File: src/design/vector_magnitude_unit_macros.svh
// Assertion macros for the top level of the vector magnitude unit.
`ifndef VECTOR_MAGNITUDE_UNIT_MACROS_SVH
`define VECTOR_MAGNITUDE_UNIT_MACROS_SVH

// Checks that the consequent holds in the same cycle as the antecedent.
`define VMU_ASSERT_IMP(label, clk, rst_n, ante, cons, msg) \
    label: assert property (@(posedge clk) disable iff (!(rst_n)) \
        (ante) |-> (cons)) else $error(msg);

// Checks that the consequent holds at the given delay after the antecedent.
`define VMU_ASSERT_DLY(label, clk, rst_n, ante, dly, cons, msg) \
    label: assert property (@(posedge clk) disable iff (!(rst_n)) \
        (ante) |-> ##(dly) (cons)) else $error(msg);

`endif

File: src/design/vmag_pkg.sv
// Shared widths, types and latency constants of the vector magnitude unit.
package vmag_pkg;

    localparam int IN_WIDTH  = 32;
    localparam int FRAC_BITS = 16;

    localparam int PORT_W = 32;
    localparam int OUT_W  = 48;

    localparam int SUM_W  = 2 * IN_WIDTH;
    localparam int ROOT_W = IN_WIDTH + FRAC_BITS;
    localparam int REM_W  = ROOT_W + 2;

    // The magnitude, squares and sum stages come first, then the root bit steps.
    localparam int SQ_STAGES = 3;
    localparam int LATENCY   = SQ_STAGES + ROOT_W;

    typedef logic [IN_WIDTH-1:0] t_leg;
    typedef logic [SUM_W-1:0]    t_sum;
    typedef logic [ROOT_W-1:0]   t_root;
    typedef logic [REM_W-1:0]    t_rem;

endpackage

File: src/design/vmag_square.sv
// Leg magnitudes, their squares and the sum of squares, one stage each.
module vmag_square
    import vmag_pkg::*;
(
    input  logic              i_clk,
    input  logic              i_rst_n,
    input  logic              i_vld,
    input  logic [PORT_W-1:0] i_side_a,
    input  logic [PORT_W-1:0] i_side_b,
    output logic              o_vld,
    output t_sum              o_sum
);

    t_leg n_mag_a, n_mag_b;
    t_leg r_mag_a, r_mag_b;
    t_sum r_sq_a, r_sq_b;
    t_sum r_sum;
    logic [SQ_STAGES-1:0] r_vld;

    // Only the low IN_WIDTH bits count; the most negative value maps to 2^(IN_WIDTH-1).
    always_comb begin
        n_mag_a = i_side_a[IN_WIDTH-1] ? (~i_side_a[IN_WIDTH-1:0] + 1'b1)
                                       : i_side_a[IN_WIDTH-1:0];
        n_mag_b = i_side_b[IN_WIDTH-1] ? (~i_side_b[IN_WIDTH-1:0] + 1'b1)
                                       : i_side_b[IN_WIDTH-1:0];
    end

    always_ff @(posedge i_clk) begin
        r_mag_a <= n_mag_a;
        r_mag_b <= n_mag_b;
        r_sq_a  <= SUM_W'(r_mag_a) * SUM_W'(r_mag_a);
        r_sq_b  <= SUM_W'(r_mag_b) * SUM_W'(r_mag_b);
        r_sum   <= r_sq_a + r_sq_b;
    end

    always_ff @(posedge i_clk) begin
        if (!i_rst_n) begin
            r_vld <= '0;
        end else begin
            r_vld <= {r_vld[SQ_STAGES-2:0], i_vld};
        end
    end

    assign o_vld = r_vld[SQ_STAGES-1];
    assign o_sum = r_sum;

endmodule

File: config.mk
export PLATFORM = sky130hd
export DESIGN_NAME = vmag_square
export DESIGN_NICKNAME = d
export VERILOG_FILES = /design/src/design/vector_magnitude_unit_macros.svh /design/src/design/vmag_pkg.sv /design/src/design/vmag_square.sv
export SDC_FILE = /design/constraint.sdc
export NUM_CORES = 2
export LEC_CHECK = 0
export CAP_MARGIN = 20
export CORE_ASPECT_RATIO = 1.2
export CORE_UTILIZATION = 45
export CTS_CLUSTER_DIAMETER = 120
export DETAILED_ROUTE_END_ITERATION = 16
export DONT_BUFFER_PORTS = 1
export PLACE_DENSITY = 0.57
export SLEW_MARGIN = 20
export SYNTH_ARGS = -nofsm -noshare
export SYNTH_HDL_FRONTEND = slang
export SYNTH_SLANG_ARGS = --single-unit
export TNS_END_PERCENT = 20
File: constraint.sdc
create_clock -name i_clk -period 9.17 [get_ports i_clk]
set_input_delay 0.4585 -clock i_clk [delete_from_list [all_inputs] [get_ports i_clk]]
set_output_delay 0.4585 -clock i_clk [all_outputs]
set_load 0.01 [all_outputs]
# After elaboration in Yosys (flattened, before gate mapping)
# Index checks and enable logic that the tools add are counted.
[classes] n_div=0 eq_ne=0 magnitude_cmp=0 bitwise=2 addsub=3 n_shift=0 reduce_logical=0 mul=2 mux=2
[op_table] cell="multiplier 32 x 32 -> 64 bit" count=2
[op_table] cell="adder 32 x 1 -> 32 bit (second input constant)" count=2
[op_table] cell="adder 64 bit" count=1
[op_table] cell="NOT 32 bit" count=2
[op_table] cell="two-way mux 31 bit" count=2
[word_totals] regBits=259 rom_bits=0 latchBits=0 ram_bits=0 output_inout_bits=65 n_memories=0 wordCells=17

# Depth between registers and ports, before layout
[logic_depth] word_depth=3 ltp_mapped=31 depth_no_buf=29

# Worst setup path before layout
# Ideal clock, no wire load.
[synth_path] kind="register -> register" from="reg r_mag_b[5]" to="reg r_sq_b[61]" path_slack_ns=1.632 stages_incl_launch_ff=29 synth_period_minus_slack_ns=7.538 setup_time_ns=0.072 t_arrival_ns=7.467 required_ns=9.098 cell_sequence="dfxtp_1 > clkbuf_1 > clkbuf_1 > nand2_1 > fa_1 > inv_1 > fa_1 > fa_1 > inv_1 > fa_1 > inv_1 > fa_1 > fa_1 > fa_1 > inv_1 > fa_1 > inv_1 > ha_1 > clkbuf_1 > nand2_1 > a211o_1 > o21ai_0 > nor2b_1 > a22oi_1 > o21a_1 > o31ai_1 > nand3_1 > o21ai_0 > xor2_1"
[synth_via] elab_chain_cells=1
[synth_lines] item="start, declared" line="vmag_square.sv:15" text="t_leg r_mag_a, r_mag_b;"
[synth_lines] item="start signal, assigned" line="vmag_square.sv:30" text="r_mag_b <= n_mag_b;"
[synth_lines] item="multiplier 32 x 32 -> 64 bit" line="vmag_square.sv:32" text="r_sq_b <= SUM_W'(r_mag_b) * SUM_W'(r_mag_b);"
[synth_lines] item="end signal, assigned" line="vmag_square.sv:32"
[synth_lines] item="end, declared" line="vmag_square.sv:16" text="t_sum r_sq_a, r_sq_b;"
# Every way passes these cells.
# A chain may end at the register's enable or synchronous reset.

# Final worst setup path
[layout_path] from="reg r_mag_a[9]" to="reg r_sq_a[48]"
[layout_via] elab_chain_cells=1
[layout_lines] item="start, declared" line="vmag_square.sv:15"
[layout_lines] item="start signal, assigned" line="vmag_square.sv:29" text="r_mag_a <= n_mag_a;"
[layout_lines] item="multiplier 32 x 32 -> 64 bit" line="vmag_square.sv:31" text="r_sq_a <= SUM_W'(r_mag_a) * SUM_W'(r_mag_a);"
[layout_lines] item="end signal, assigned" line="vmag_square.sv:31"
[layout_lines] item="end, declared" line="vmag_square.sv:16"
# Every way passes these cells.

==> metrics.md <==
| Metric | Value |
|---|---|
| Congestion Overflow GR | 0 |
| Total clock sinks | 257 |
| Sequential share of the synthesized area | 7.50% |
| Main area contributors after synthesis | fa_1, ha_1, inv_1 |
| Deepest clock path buffer count | 3 |
| Worst-margin pin slew | 1.13 ns |
| Flip-flop and latch count after synthesis | 257 |
| Die Width | 358 um |
| Synth async-reset ratio | 0% |
| TritonRoute pass-1 iters | 5 |
| Clock period minus worst slack | 8.61 ns |
| Final worst-path cycle share | 93.9% |
| Endpoint of the worst register-to-register path | r_sq_a[48] |
| Reg2Reg Setup Slack | 0.56 ns |
| Slew Viols, Final | 0 |
| Cells after Synth | 7335 |
| Commonest cells in the netlist | inv_1, fa_1, ha_1 |
| Worst slew margin relative to its limit | 24.7% |
| Final worst clock skew | 0.0333 ns |
| Ys flop type | dfxtp_1 |
| Crit. Startpoint | r_mag_a[9] |
| Clock latency on the worst-skew pair | 0.61 ns |
| DRT antenna net count | 0 |
| Cell taking the most area after synthesis | fa_1 |
| Initial core utilization | 45.5% |
| Fill cells | 14400 |
| Count of boundary I/O pins | 132 |
| WP data required | 9.69 ns |
| Fraction of layout cells with a size suffix above 1 | 2.73% |
| Startpoint kind of the worst setup timing path | flip-flop |
| Most repeated cell in the gate-level netlist after synthesis | inv_1 |
| Total of warnings raised by yosys | 0 |
| Sum of negative setup slack | 0 ns |
| Count of maximum capacitance violations | 0 |
| Height of the die | 430 um |
| Routed length per placed instance | 20.4 um |
| Largest fanout on the critical path | 16 |
| Clk slew on worst S/H paths | 0.07 ns |
| Cell seen most often among critical-path stages | fa_1 |
| Ordered cell list for the critical path | buf_4 > nand2_1 > inv_1 > fa_1 > fa_1 > inv_1 > fa_1 > fa_1 > inv_1 > fa_1 > fa_1 > fa_1 > fa_1 > ha_1 > a21oi_1 > o21ai_0 > nor2b_1 > nor3_1 > o21ai_0 > or3_1 > o21ai_0 > o21ai_0 > a311oi_1 > xnor2_1 |
| Half-perimeter wire length after placement | 160000 um |
| Starting DRC count in detailed routing | 2499 |
| Status | finished, final reports clean |
| Post-Synthesis Net Count | 9646 |
| CP max stage cell | dfxtp_1 |
| Final Hold Vio Count | 0 |
| FP Rows | 156 |
| Port bufs | 0 |
| Vias per inst | 5.11 |
| Met1 routing resource usage after global routing | 32.7% |
| Number of gates resized after cts | 0 |
| Post-synth top area share | 46.3% |
| Clock Tree Root | clkbuf_16 |
| Library cells used by synthesis | 65 |
| Clock tree from TritonCTS | done |
| Core outline area | 151000 um^2 |
| CTS buffer count | 36 |
| Count of flip-flops with a built-in enable after synthesis | 0 |
| Number of levels the H-tree was split into | 2 |
| Global-route wire length before repair | 302000 um |
| CP endpoint | r_sq_a[48] |
| Number of stages on the worst setup path | 24 |
| Detailed-route wire length | 189000 um |
| Drt drc | 0 |
| DIE AREA | 154000 um^2 |
| Global-route usage over all layers | 25.6% |
| Setup repair after global routing missed its margin | false |
| Met3 track demand over resource | 3.05% |
| Data arrival time of the critical path | 9.12 ns |
| Layer with the highest usage after global routing | met2 |
| Area grow syn2layout | 6.03% |
| Total number of vias | 47400 |
| Number of nets in the final layout | 9569 |
| Class of the most critical setup path | reg2reg |
| Largest net degree at the start of global routing | 39 |
| Initial antenna violation count | 5 |
| Met2 capacity usage during global routing | 45.1% |
| Post CTS Setup Buffer Count | 0 |
| Hold WC Path Type | in2reg |
| Crit Reg-Reg Startpoint | r_mag_a[9] |
| Highest clock rate | 116 MHz |
| Mean cell area of the mapped netlist | 9.35 um^2 |
| Cell class contributing the biggest share of worst-path delay | adder cells |
| Via count of the first global-routing pass | 53300 |
| FF-to-FF path depth | 24 |
| Delay of the slowest critical-path stage | 0.84 ns |
| Final setup violation count | 0 |
| Syn Std Cell Area | 68600 um^2 |
| Worst setup EP type | flip-flop |
| Final weighted congestion of routability-driven global placement | 0.914 |
| Worst path buffer plus inverter count | 4 |
[through the flow]
step / setup slack, ns / area, um^2 / cells / utilization (%) / hold WS, ns
finish: 0.563 / 72700 / 9260 / 48.2 / 0.0456
global route: 0.106 / 72700 / 9258 / 48.2 / 0.0132
CTS: 0.555 / 72700 / 9258 / 48.2 / 0.000143
detailed placement: 0.616 / 70800 / 9127 / 46.9 / 0.412
global placement: 0.597 / 70800 / 9127 / 46.9 / 0.407
floorplan: 1.63 / 68600 / 7335 / - / 0.380
[final cells by class]
type / instances / area [um^2] / area share [%]
Antenna cell: 2 / 5.00 / 0.00688
Clock buffer: 45 / 965 / 1.33
Clock inverter: 18 / 277 / 0.380
Inverter: 1968 / 7390 / 10.2
Multi-Input combinational cell: 4835 / 55000 / 75.7
Sequential cell: 257 / 5150 / 7.08
Tap cell: 1975 / 2470 / 3.40
Timing Repair Buffer: 160 / 1450 / 1.99
[what timing repair did]
| action | in CTS | in global routing |
|---|---|---|
| hold buffers | 68 | 0 |
| setup endpoints to repair | 0 | 0 |
| endpoints found under the hold margin | 61 | 0 |
[registers in the layout, indices dropped and copies added (netlist names)]
signal / count
r_sq_b: 63
r_sq_a: 63
r_vld: 3
r_mag_b: 32
o_sum: 64
r_mag_a: 32
[how the worst min path moves through the flow]
stage / cells past startpoint / slack (ns) / startpoint / to
final: 2 / 0.05 / i_side_a[31] / r_mag_a[2]
after global routing: 1 / 0.01 / i_side_a[14] / r_mag_a[14]
after CTS: 1 / 0.0001 / i_side_a[14] / r_mag_a[14]
after detailed placement: 1 / 0.41 / r_vld[0] / r_vld[1]
after global placement: 1 / 0.41 / r_vld[0] / r_vld[1]
after floorplan: 0 / 0.38 / r_mag_b[0] / r_sq_b[0]
[per-layer routing]
metal  routed length (um)  vias to the layer above
met2                96600                     1121
met5                    9                        -
li1                     -                    21700
met1                78000                    24300
met4                 6210                        2
met3                 8480                      266
[cell families after synthesis]
kind of cell	Yosys count	share of synthesized area, %
compound gates	733	6.66
xor+xnor	326	4.16
fa+ha+maj	2244	58.3
buf+inv	2243	12.3
flops	257	7.50
mux	6	0.0912
simple gates	1526	11.0
[layout by cell type (no fill, tap or decap), types with 105 or more instances in the layout]
| master | instances |
|---|---|
| and2_1 | 488 |
| nand2_1 | 634 |
| inv_1 | 1967 |
| nor2_1 | 155 |
| ha_1 | 659 |
| a21o_1 | 105 |
| xnor2_1 | 201 |
| a21oi_1 | 258 |
| dfxtp_1 | 254 |
| o21ai_0 | 143 |
| xor2_1 | 125 |
| fa_1 | 1585 |
Power is left out: the tool's default activity adds up to more than one toggle a clock period on the data nets, which glitch-free logic cannot reach.
